$ cat src/hw/rtl/fsp_pkg.sv
// Shared types, codes and character constants for the format spec parser.
package fsp_pkg;

    typedef enum logic [3:0] {
        PH_START  = 4'd0,
        PH_FIRST  = 4'd1,
        PH_SECOND = 4'd2,
        PH_ALIGN  = 4'd3,
        PH_SIGN   = 4'd4,
        PH_HASH   = 4'd5,
        PH_ZERO   = 4'd6,
        PH_WIDTH0 = 4'd7,
        PH_WIDTHN = 4'd8,
        PH_COMMA  = 4'd9,
        PH_DOT    = 4'd10,
        PH_PREC0  = 4'd11,
        PH_PRECN  = 4'd12,
        PH_TYPE   = 4'd13,
        PH_DONE   = 4'd14
    } phase_t;

    localparam logic [2:0] ALIGN_NONE   = 3'd0;
    localparam logic [2:0] ALIGN_LEFT   = 3'd1;
    localparam logic [2:0] ALIGN_RIGHT  = 3'd2;
    localparam logic [2:0] ALIGN_SIGN   = 3'd3;
    localparam logic [2:0] ALIGN_CENTER = 3'd4;

    localparam logic [1:0] SIGN_NONE  = 2'd0;
    localparam logic [1:0] SIGN_PLUS  = 2'd1;
    localparam logic [1:0] SIGN_MINUS = 2'd2;
    localparam logic [1:0] SIGN_SPACE = 2'd3;

    localparam logic [2:0] ERR_NONE       = 3'd0;
    localparam logic [2:0] ERR_EQUALS     = 3'd1;
    localparam logic [2:0] ERR_SIGN       = 3'd2;
    localparam logic [2:0] ERR_HASH       = 3'd3;
    localparam logic [2:0] ERR_COMMA      = 3'd4;
    localparam logic [2:0] ERR_PREC_INT   = 3'd5;
    localparam logic [2:0] ERR_PREC_EMPTY = 3'd6;

    localparam logic [1:0] CLASS_TEXT    = 2'd0;
    localparam logic [1:0] CLASS_INTEGER = 2'd1;

    localparam logic [7:0] CH_COLON  = 8'h3A;
    localparam logic [7:0] CH_LBRACE = 8'h7B;
    localparam logic [7:0] CH_RBRACE = 8'h7D;
    localparam logic [7:0] CH_LT     = 8'h3C;
    localparam logic [7:0] CH_GT     = 8'h3E;
    localparam logic [7:0] CH_EQ     = 8'h3D;
    localparam logic [7:0] CH_CARET  = 8'h5E;
    localparam logic [7:0] CH_PLUS   = 8'h2B;
    localparam logic [7:0] CH_MINUS  = 8'h2D;
    localparam logic [7:0] CH_SPACE  = 8'h20;
    localparam logic [7:0] CH_HASH   = 8'h23;
    localparam logic [7:0] CH_ZERO   = 8'h30;
    localparam logic [7:0] CH_NINE   = 8'h39;
    localparam logic [7:0] CH_COMMA  = 8'h2C;
    localparam logic [7:0] CH_DOT    = 8'h2E;

    localparam int NUM_TYPES = 15;
    localparam logic [7:0] TYPE_LETTERS [NUM_TYPES] = '{
        8'h62, 8'h63, 8'h64, 8'h65, 8'h45, 8'h66, 8'h46, 8'h67,
        8'h47, 8'h6E, 8'h6F, 8'h73, 8'h25, 8'h78, 8'h58
    };

    typedef struct packed {
        logic [7:0] spec_byte;
        logic       is_last;
        logic [1:0] arg_class;
    } spec_word_t;

    typedef struct packed {
        logic        fill_present;
        logic [7:0]  fill_byte;
        logic [2:0]  align_code;
        logic [1:0]  sign_code;
        logic        alt_form;
        logic        zero_pad;
        logic [15:0] field_width;
        logic        grouping;
        logic        has_precision;
        logic [15:0] precision_value;
        logic [7:0]  type_byte;
        logic [2:0]  error_code;
    } result_t;

    function automatic logic [2:0] align_of(logic [7:0] b);
        logic [2:0] a;
        a = ALIGN_NONE;
        if (b == CH_LT) a = ALIGN_LEFT;
        if (b == CH_GT) a = ALIGN_RIGHT;
        if (b == CH_EQ) a = ALIGN_SIGN;
        if (b == CH_CARET) a = ALIGN_CENTER;
        return a;
    endfunction

    function automatic logic [1:0] sign_of(logic [7:0] b);
        logic [1:0] s;
        s = SIGN_NONE;
        if (b == CH_PLUS) s = SIGN_PLUS;
        if (b == CH_MINUS) s = SIGN_MINUS;
        if (b == CH_SPACE) s = SIGN_SPACE;
        return s;
    endfunction

    function automatic logic is_numeral(logic [7:0] b);
        return (b >= CH_ZERO) && (b <= CH_NINE);
    endfunction

    function automatic logic is_type(logic [7:0] b);
        logic hit;
        hit = 1'b0;
        for (int i = 0; i < NUM_TYPES; i++)
        begin
            if (TYPE_LETTERS[i] == b) hit = 1'b1;
        end
        return hit;
    endfunction

endpackage

$ cat src/hw/rtl/fsp_in_stage.sv
// Input register: holds one spec word until the parser consumes it.
module fsp_in_stage (
    input  logic               clk,
    input  logic               rst_n,
    input  logic               in_valid,
    output logic               in_stall,
    input  fsp_pkg::spec_word_t word_in,
    input  logic               consume,
    output logic               full,
    output fsp_pkg::spec_word_t word
);

    logic                full_reg;
    logic                full_next;
    fsp_pkg::spec_word_t word_reg;
    logic                load;

    assign in_stall = full_reg && !consume;
    assign load     = in_valid && !in_stall;

    always_comb
    begin
        full_next = full_reg;
        if (load)
        begin
            full_next = 1'b1;
        end
        else if (consume)
        begin
            full_next = 1'b0;
        end
    end

    always_ff @(posedge clk or negedge rst_n)
    begin
        if (!rst_n)
        begin
            full_reg <= 1'b0;
        end
        else
        begin
            full_reg <= full_next;
        end
    end

    always_ff @(posedge clk)
    begin
        if (load)
        begin
            word_reg <= word_in;
        end
    end

    assign full = full_reg;
    assign word = word_reg;

endmodule

$ cat src/hw/rtl/fsp_parse_core.sv
// Parser state register and the per-word parse step.
module fsp_parse_core #(
    parameter int COUNT_BITS = 16
) (
    input  logic                clk,
    input  logic                rst_n,
    input  logic                fire,
    input  fsp_pkg::spec_word_t word,
    output fsp_pkg::result_t    result
);

    localparam int CB = COUNT_BITS;
    localparam logic [CB-1:0] COUNT_MAX = {CB{1'b1}};

    typedef struct packed {
        fsp_pkg::phase_t phase;
        logic [7:0]      held;
        logic            fill_present;
        logic [7:0]      fill;
        logic [2:0]      align;
        logic [1:0]      sign;
        logic            alt;
        logic            zero;
        logic            grouping;
        logic            prec;
        logic [CB-1:0]   width_acc;
        logic [CB-1:0]   prec_acc;
        logic [7:0]      type_letter;
        logic [2:0]      err;
        logic [1:0]      cls;
    } pstate_t;

    pstate_t state_reg;
    pstate_t state_next;
    pstate_t s;

    function automatic logic [CB-1:0] acc_digit(logic [CB-1:0] acc, logic [7:0] b);
        logic [CB+3:0] w;
        w = {1'b0, acc, 3'b000} + {3'b000, acc, 1'b0} + {{CB{1'b0}}, b[3:0]};
        return (w > {4'b0000, COUNT_MAX}) ? COUNT_MAX : w[CB-1:0];
    endfunction

    function automatic pstate_t raise_err(pstate_t st, logic [2:0] code);
        pstate_t r;
        r = st;
        if (r.err == fsp_pkg::ERR_NONE) r.err = code;
        r.phase = fsp_pkg::PH_DONE;
        return r;
    endfunction

    // One pass of the phase chain; fin marks that the byte was consumed.
    function automatic pstate_t take(pstate_t st, logic [7:0] b);
        pstate_t    r;
        logic       fin;
        logic       numeric;
        logic [2:0] a;
        logic [1:0] sg;
        r       = st;
        fin     = 1'b0;
        numeric = (st.cls != fsp_pkg::CLASS_TEXT);
        a       = fsp_pkg::align_of(b);
        sg      = fsp_pkg::sign_of(b);
        if (r.phase == fsp_pkg::PH_ALIGN)
        begin
            if (a != fsp_pkg::ALIGN_NONE)
            begin
                fin = 1'b1;
                if (a == fsp_pkg::ALIGN_SIGN && !numeric)
                begin
                    r = raise_err(r, fsp_pkg::ERR_EQUALS);
                end
                else
                begin
                    r.align = a;
                    r.phase = fsp_pkg::PH_SIGN;
                end
            end
            else
            begin
                r.phase = fsp_pkg::PH_SIGN;
            end
        end
        if (!fin && r.phase == fsp_pkg::PH_SIGN)
        begin
            if (sg != fsp_pkg::SIGN_NONE)
            begin
                fin = 1'b1;
                if (!numeric)
                begin
                    r = raise_err(r, fsp_pkg::ERR_SIGN);
                end
                else
                begin
                    r.sign  = sg;
                    r.phase = fsp_pkg::PH_HASH;
                end
            end
            else
            begin
                r.phase = fsp_pkg::PH_HASH;
            end
        end
        if (!fin && r.phase == fsp_pkg::PH_HASH)
        begin
            if (b == fsp_pkg::CH_HASH)
            begin
                fin = 1'b1;
                if (!numeric)
                begin
                    r = raise_err(r, fsp_pkg::ERR_HASH);
                end
                else
                begin
                    r.alt   = 1'b1;
                    r.phase = fsp_pkg::PH_ZERO;
                end
            end
            else
            begin
                r.phase = fsp_pkg::PH_ZERO;
            end
        end
        if (!fin && r.phase == fsp_pkg::PH_ZERO)
        begin
            if (b == fsp_pkg::CH_ZERO)
            begin
                fin = 1'b1;
                if (!r.fill_present)
                begin
                    r.fill_present = 1'b1;
                    r.fill         = fsp_pkg::CH_ZERO;
                end
                if (r.align == fsp_pkg::ALIGN_NONE) r.align = fsp_pkg::ALIGN_SIGN;
                r.zero  = 1'b1;
                r.phase = fsp_pkg::PH_WIDTH0;
            end
            else
            begin
                r.phase = fsp_pkg::PH_WIDTH0;
            end
        end
        if (!fin && r.phase == fsp_pkg::PH_WIDTH0)
        begin
            if (fsp_pkg::is_numeral(b))
            begin
                fin = 1'b1;
                if (!r.fill_present)
                begin
                    r.fill_present = 1'b1;
                    r.fill         = fsp_pkg::CH_SPACE;
                end
                r.width_acc = {{(CB-4){1'b0}}, b[3:0]};
                r.phase     = fsp_pkg::PH_WIDTHN;
            end
            else
            begin
                r.phase = fsp_pkg::PH_COMMA;
            end
        end
        if (!fin && r.phase == fsp_pkg::PH_WIDTHN)
        begin
            if (fsp_pkg::is_numeral(b))
            begin
                fin         = 1'b1;
                r.width_acc = acc_digit(r.width_acc, b);
            end
            else
            begin
                r.phase = fsp_pkg::PH_COMMA;
            end
        end
        if (!fin && r.phase == fsp_pkg::PH_COMMA)
        begin
            if (b == fsp_pkg::CH_COMMA)
            begin
                fin = 1'b1;
                if (!numeric)
                begin
                    r = raise_err(r, fsp_pkg::ERR_COMMA);
                end
                else
                begin
                    r.grouping = 1'b1;
                end
            end
            else
            begin
                r.phase = fsp_pkg::PH_DOT;
            end
        end
        if (!fin && r.phase == fsp_pkg::PH_DOT)
        begin
            if (b == fsp_pkg::CH_DOT)
            begin
                fin = 1'b1;
                if (r.cls == fsp_pkg::CLASS_INTEGER)
                begin
                    r = raise_err(r, fsp_pkg::ERR_PREC_INT);
                end
                else
                begin
                    r.prec  = 1'b1;
                    r.phase = fsp_pkg::PH_PREC0;
                end
            end
            else
            begin
                r.phase = fsp_pkg::PH_TYPE;
            end
        end
        if (!fin && r.phase == fsp_pkg::PH_PREC0)
        begin
            fin = 1'b1;
            if (fsp_pkg::is_numeral(b))
            begin
                r.prec_acc = {{(CB-4){1'b0}}, b[3:0]};
                r.phase    = fsp_pkg::PH_PRECN;
            end
            else
            begin
                r = raise_err(r, fsp_pkg::ERR_PREC_EMPTY);
            end
        end
        if (!fin && r.phase == fsp_pkg::PH_PRECN)
        begin
            if (fsp_pkg::is_numeral(b))
            begin
                fin        = 1'b1;
                r.prec_acc = acc_digit(r.prec_acc, b);
            end
            else
            begin
                r.phase = fsp_pkg::PH_TYPE;
            end
        end
        if (!fin && r.phase == fsp_pkg::PH_TYPE)
        begin
            if (fsp_pkg::is_type(b)) r.type_letter = b;
            r.phase = fsp_pkg::PH_DONE;
        end
        return r;
    endfunction

    logic [CB+15:0] width_ext;
    logic [CB+15:0] prec_ext;
    logic [2:0]     sec_align;
    logic           held_brace;

    always_comb
    begin
        s          = state_reg;
        sec_align  = fsp_pkg::align_of(word.spec_byte);
        held_brace = (state_reg.held == fsp_pkg::CH_LBRACE)
                  || (state_reg.held == fsp_pkg::CH_RBRACE);
        unique case (state_reg.phase)
            fsp_pkg::PH_START:
            begin
                s.cls   = word.arg_class;
                s.phase = (word.spec_byte == fsp_pkg::CH_COLON) ? fsp_pkg::PH_FIRST
                                                                 : fsp_pkg::PH_DONE;
            end
            fsp_pkg::PH_FIRST:
            begin
                s.held  = word.spec_byte;
                s.phase = fsp_pkg::PH_SECOND;
            end
            fsp_pkg::PH_SECOND:
            begin
                if (sec_align != fsp_pkg::ALIGN_NONE && !held_brace)
                begin
                    if (sec_align == fsp_pkg::ALIGN_SIGN && s.cls == fsp_pkg::CLASS_TEXT)
                    begin
                        s = raise_err(s, fsp_pkg::ERR_EQUALS);
                    end
                    else
                    begin
                        s.fill_present = 1'b1;
                        s.fill         = state_reg.held;
                        s.align        = sec_align;
                        s.phase        = fsp_pkg::PH_SIGN;
                    end
                end
                else
                begin
                    // no fill: replay the held byte, then this one
                    s.phase = (sec_align != fsp_pkg::ALIGN_NONE) ? fsp_pkg::PH_SIGN
                                                                 : fsp_pkg::PH_ALIGN;
                    s = take(s, state_reg.held);
                    s = take(s, word.spec_byte);
                end
            end
            fsp_pkg::PH_DONE:
            begin
                s = state_reg;
            end
            default:
            begin
                s = take(s, word.spec_byte);
            end
        endcase

        if (s.phase == fsp_pkg::PH_SECOND)
        begin
            // spec ends right after the fill candidate
            if (word.is_last)
            begin
                s.phase = fsp_pkg::PH_ALIGN;
                s = take(s, s.held);
            end
        end
        if (word.is_last && s.phase == fsp_pkg::PH_PREC0)
        begin
            s = raise_err(s, fsp_pkg::ERR_PREC_EMPTY);
        end

        state_next = word.is_last ? '0 : s;
    end

    always_ff @(posedge clk or negedge rst_n)
    begin
        if (!rst_n)
        begin
            state_reg <= '0;
        end
        else if (fire)
        begin
            state_reg <= state_next;
        end
    end

    assign width_ext = {16'h0000, s.width_acc};
    assign prec_ext  = {16'h0000, s.prec_acc};

    always_comb
    begin
        result = '0;
        result.error_code = s.err;
        if (s.err == fsp_pkg::ERR_NONE)
        begin
            result.fill_present    = s.fill_present;
            result.fill_byte       = s.fill_present ? s.fill : 8'h00;
            result.align_code      = s.align;
            result.sign_code       = s.sign;
            result.alt_form        = s.alt;
            result.zero_pad        = s.zero;
            result.field_width     = width_ext[15:0];
            result.grouping        = s.grouping;
            result.has_precision   = s.prec;
            result.precision_value = prec_ext[15:0];
            result.type_byte       = s.type_letter;
        end
    end

endmodule

$ cat src/hw/rtl/fsp_out_stage.sv
// Result register with valid/stall handshake toward the consumer.
module fsp_out_stage (
    input  logic             clk,
    input  logic             rst_n,
    input  logic             load,
    input  fsp_pkg::result_t result_in,
    output logic             can_load,
    output logic             out_valid,
    input  logic             out_stall,
    output fsp_pkg::result_t result
);

    logic             valid_reg;
    logic             valid_next;
    fsp_pkg::result_t result_reg;

    assign can_load = !valid_reg || !out_stall;

    always_comb
    begin
        valid_next = valid_reg;
        if (load)
        begin
            valid_next = 1'b1;
        end
        else if (valid_reg && !out_stall)
        begin
            valid_next = 1'b0;
        end
    end

    always_ff @(posedge clk or negedge rst_n)
    begin
        if (!rst_n)
        begin
            valid_reg <= 1'b0;
        end
        else
        begin
            valid_reg <= valid_next;
        end
    end

    always_ff @(posedge clk)
    begin
        if (load)
        begin
            result_reg <= result_in;
        end
    end

    assign out_valid = valid_reg;
    assign result    = result_reg;

endmodule

$ cat src/hw/rtl/format_spec_parser_top.sv
// Top level of the format spec parser: input register, parse step, result register.
// Parsing: a word is parsed as it leaves the input register, and the result of a
// last word is loaded into the result register, which drives the outputs.
// Throughput: one word per cycle; the input register is freed in the same cycle
// a result is taken, so the stream pauses only while the result register stalls.
// Reset: rst_n clears both valid bits and returns the parser to awaiting ':'.
module format_spec_parser_top #(
    parameter int COUNT_BITS = 16
) (
    input  logic        clk,
    input  logic        rst_n,
    input  logic        in_valid,
    output logic        in_stall,
    input  logic [7:0]  spec_byte,
    input  logic        is_last,
    input  logic [1:0]  arg_class,
    output logic        out_valid,
    input  logic        out_stall,
    output logic        fill_present,
    output logic [7:0]  fill_byte,
    output logic [2:0]  align_code,
    output logic [1:0]  sign_code,
    output logic        alt_form,
    output logic        zero_pad,
    output logic [15:0] field_width,
    output logic        grouping,
    output logic        has_precision,
    output logic [15:0] precision_value,
    output logic [7:0]  type_byte,
    output logic [2:0]  error_code
);

    fsp_pkg::spec_word_t word_in;
    fsp_pkg::spec_word_t word;
    fsp_pkg::result_t    parse_result;
    fsp_pkg::result_t    result;
    logic                full;
    logic                fire;
    logic                can_load;
    logic                load;

    assign word_in.spec_byte = spec_byte;
    assign word_in.is_last   = is_last;
    assign word_in.arg_class = arg_class;

    // a last word advances only when the result register has room
    assign fire = full && (!word.is_last || can_load);
    assign load = fire && word.is_last;

    fsp_in_stage u_in (
        .clk     (clk),
        .rst_n   (rst_n),
        .in_valid(in_valid),
        .in_stall(in_stall),
        .word_in (word_in),
        .consume (fire),
        .full    (full),
        .word    (word)
    );

    fsp_parse_core #(
        .COUNT_BITS(COUNT_BITS)
    ) u_core (
        .clk   (clk),
        .rst_n (rst_n),
        .fire  (fire),
        .word  (word),
        .result(parse_result)
    );

    fsp_out_stage u_out (
        .clk      (clk),
        .rst_n    (rst_n),
        .load     (load),
        .result_in(parse_result),
        .can_load (can_load),
        .out_valid(out_valid),
        .out_stall(out_stall),
        .result   (result)
    );

    assign fill_present    = result.fill_present;
    assign fill_byte       = result.fill_byte;
    assign align_code      = result.align_code;
    assign sign_code       = result.sign_code;
    assign alt_form        = result.alt_form;
    assign zero_pad        = result.zero_pad;
    assign field_width     = result.field_width;
    assign grouping        = result.grouping;
    assign has_precision   = result.has_precision;
    assign precision_value = result.precision_value;
    assign type_byte       = result.type_byte;
    assign error_code      = result.error_code;

    a_stall_needs_full: assert property (@(posedge clk) disable iff (!rst_n)
        in_stall |-> full)
        else $error("input stalled with empty input register");

    a_last_loads_result: assert property (@(posedge clk) disable iff (!rst_n)
        load |=> out_valid)
        else $error("consumed last word did not produce a result");

    a_error_clears_fields: assert property (@(posedge clk) disable iff (!rst_n)
        (out_valid && error_code != fsp_pkg::ERR_NONE) |->
            (field_width == 16'h0000 && type_byte == 8'h00 && !fill_present))
        else $error("error result carries nonzero fields");

    a_align_range: assert property (@(posedge clk) disable iff (!rst_n)
        out_valid |-> (align_code <= fsp_pkg::ALIGN_CENTER
                       && error_code <= fsp_pkg::ERR_PREC_EMPTY))
        else $error("result code out of range");

endmodule

$ cat config.mk
export PLATFORM = sky130hd
export DESIGN_NAME = format_spec_parser_top
export DESIGN_NICKNAME = d
export VERILOG_FILES = /design/src/hw/rtl/fsp_pkg.sv /design/src/hw/rtl/fsp_in_stage.sv /design/src/hw/rtl/fsp_parse_core.sv /design/src/hw/rtl/fsp_out_stage.sv /design/src/hw/rtl/format_spec_parser_top.sv
export SDC_FILE = /design/constraint.sdc
export NUM_CORES = 1
export LEC_CHECK = 0
export BUFFER_PORTS_ARGS = -buffer_cell sky130_fd_sc_hd__buf_2
export CORE_UTILIZATION = 50
export DETAILED_ROUTE_END_ITERATION = 10
export PLACE_DENSITY = 0.7
export SLEW_MARGIN = 20
export SYNTH_ARGS = -nofsm -noshare
export SYNTH_HDL_FRONTEND = slang
export SYNTH_HIERARCHICAL = 1
export SYNTH_SLANG_ARGS = --single-unit
$ cat constraint.sdc
create_clock -name clk -period 5.86 [get_ports clk]
set_input_delay 0.879 -clock clk [delete_from_list [all_inputs] [get_ports clk]]
set_output_delay 0.879 -clock clk [all_outputs]
set_load 0.05 [all_outputs]
==> qor.yml <==
grt:
  gr-usage-all-layers_pct: 39.48
  grt_max_degree: 64
  first_global_vias: 14702
  grt_pass1_wl_um: 83790
  grt_overflow_total: 0
  antenna_found_initial: 2
critical_path:
  arrival_ns: 6.41
  crit_top_cell: "buf_6"
  critPathSlowestCell: "fa_2"
  cpLargestDelayFamily: "compound AO/OA/AOI/OAI gates"
  crit_fanout: 7
  worst-path-buf-inv: 7
  startpoint_type: "flop"
  required_ns: 6.00
  slowest_delay_ns: 0.57
  worst-setup-path-type: "reg2reg"
  end_kind: "flop"
place:
  gp_congestion: 1.017
  dpl_cell_area_mm2: 0.01589
  port_buffers: 77
  dp.final_hpwl_um: 40180
  place_inst: 2155
finish:
  drive_above_1_share_pct: 32.56
  area_growth_pct: 32.59
  fin_cells: 2244
  nets: 2008
  fin_util_pct: 68.06
  design_area_mm2: 0.01784
  largest_reg_flops: 75
pwr:
  powerDensity_mw_per_mm2: 380.9
  peakVddDrop_mv: 0.2588
  power.leakage_uw: 0.007526
  p_total_uw: 6794
floorplanning:
  fp.coreArea_mm2: 0.02621
  num_rows: 59
  start_util_pct: 51.33
  die_w_um: 166.0
  dieArea_mm2: 0.02756
  die_y_um: 166.0
  ios: 78
flow_run:
  maxCapViolCount: 0
drt:
  antenna_left: 0
  drc_errors: 0
  drt-initial-drc-count: 1613
  first_pass_iters: 7
  drt-total-wl_um: 55250
  routed_via_density: 6.739
  num_vias: 15122
  post_drt_wl_per_cell_um: 24.62
timing:
  rsz0062_at_grt: "true"
  setup_ws_ns: -0.4159
  setup_viol: 64
  hold_viol: 0
  min_period_ns: 6.276
  finalSetupTns_ns: -15.66
  maxSlewHeadroom_pct: 25.80
  drv_slew: 0
  fmax_mhz: 159.3
  period_share_pct: 107.1
  clock-skew-final_ns: 0.01660
  worst_pin_slew_ns: 1.108
yosys:
  yosys-top-cells-count: "nor2_1, nand2_1, a21oi_1, ha_1, nor3_1"
  synth_cell_types: 101
  synthArstFlopShare_pct: 51.68
  synth_top_area_share_pct: 16.07
  synth_edf_count: 72
  synthCells: 1587
  synth_area_mm2: 0.01345
  netlist_top_cells_area: "edfxtp_1, dfrtp_1, ha_1, nor2_1, a21oi_1"
  synthFlopType: "dfrtp_1"
  yosys_warnings: 6
  ys_seq_area_share_pct: 30.40
  yosysMostFrequentCell: "nor2_1"
  yosys_register_bits: 149
  syn-num-nets: 1701
  yosys.area.top_type: "edfxtp_1"
  postSynthAreaPerCell_um2: 8.476
outcome:
  violations: "negative setup slack"
  status: "complete, but fails checks"
clock_tree:
  cts_hold_buf: 0
  cts.sinks: 149
  numCtsBuffers: 17
  ctsLongestPathBuffers: 2
  htreeDepth: 4
  path_clk_slew_ns: 0.08
  worstSkewPairLatency_ns: 0.44
  cts_tree: "done"
  root_buffer: "clkbuf_16"
min_path:
  min_path_type: "in2async"
[metrics by stage]
step | setup WS, ns | hold WS [ns]
after floorplan | -0.03298 | 0.4481
after global placement | -0.2688 | 0.4632
after detailed placement | -0.4732 | 0.4657
after CTS | -0.2112 | 0.3719
after global routing | -0.6614 | 0.3727
final | -0.4159 | 0.3600
[cell families after synthesis]
| group | count (synthesis) | synth area share [%] |
|---|---|---|
| flip-flops | 149 | 30.40 |
| buffers and inverters | 128 | 4.009 |
| AND/OR/NAND/NOR | 601 | 22.81 |
| XOR/XNOR | 32 | 2.084 |
| multiplexers | 29 | 2.316 |
| adder cells (fa/ha/maj) | 99 | 9.543 |
| AO/OA/AOI/OAI | 549 | 28.84 |
[layout by cell type, fill, tap and decap left out, drive strengths merged, types with 15 or more instances in the layout]
cell / instances
buf: 382
nor2: 158
nand2: 131
a21oi: 118
ha: 93
nor3: 82
o21ai: 81
dfrtp: 77
edfxtp: 72
and2: 51
o2bb2ai: 50
inv: 40
nand3: 38
o22ai: 37
a31oi: 30
a211oi: 30
xnor2: 26
nand2b: 23
a21o: 20
o211ai: 19
nor4: 18
clkbuf: 17
a22oi: 17
mux2: 17
or3: 16
nor2b: 15
[power by group]
| part | internal (uW) | switching [uW] |
|---|---|---|
| clock network | 563 | 533 |
| logic | 1560 | 2730 |
| registers | 1270 | 136 |
[worst register-to-register path, delay by kind of cell, from the launching register on]
family	cells	cell delay, ns
compound gates	12	2.88
fa+ha+maj	2	0.79
buf+inv	7	0.88
flops	1	0.43
simple gates	8	1.00
[worst paths after layout]
path                                       from                   end  slack [ns]  depth (start not counted)
min in group clk           u_core/state_reg[21]  u_core/state_reg[21]        0.48                          1
min reg2reg                u_core/state_reg[21]  u_core/state_reg[21]        0.48                          1
max reg2reg                        u_in/word[4]      u_out/result[30]       -0.42                         29
max in group asynchronous                 rst_n  u_core/state_reg[14]        4.30                          2
min                                       rst_n   u_core/state_reg[1]        0.36                          1
max                                u_in/word[4]      u_out/result[30]       -0.42                         29
[metal layers]
layer / up-vias / routed length [um] / part of all wire (%) / GRT usage (%)
met1: 7295 / 21080 / 38 / 47.63
li1: 6706 / - / - / -
met2: 890 / 25860 / 47 / 65.91
met3: 231 / 4473 / 8.1 / 6.387
met4: 0 / 3849 / 7.0 / 24.79
met5: - / 0 / 0 / 0
[repair_timing]
item / CTS / global route
endpoints found under the hold margin: 0 / 0
setup buffers: 32 / 24
resized for setup: 91 / 112
setup endpoints to repair: 64 / 64
pin swaps: 42 / 96
cloned: 0 / 0
[layout make-up]
cell class | instances | area, um2
multi-input cells | 1310 | 9837
fillers | 2040 | 8371
flip-flops and latches | 149 | 4089
repair buffers | 382 | 2790
clock buffers | 17 | 425.4
well taps | 335 | 419.2
clock inverters | 15 | 142.6
inverters | 34 | 127.6
diodes | 2 | 5.005
Note: power is estimated with default switching activity, not from simulation.
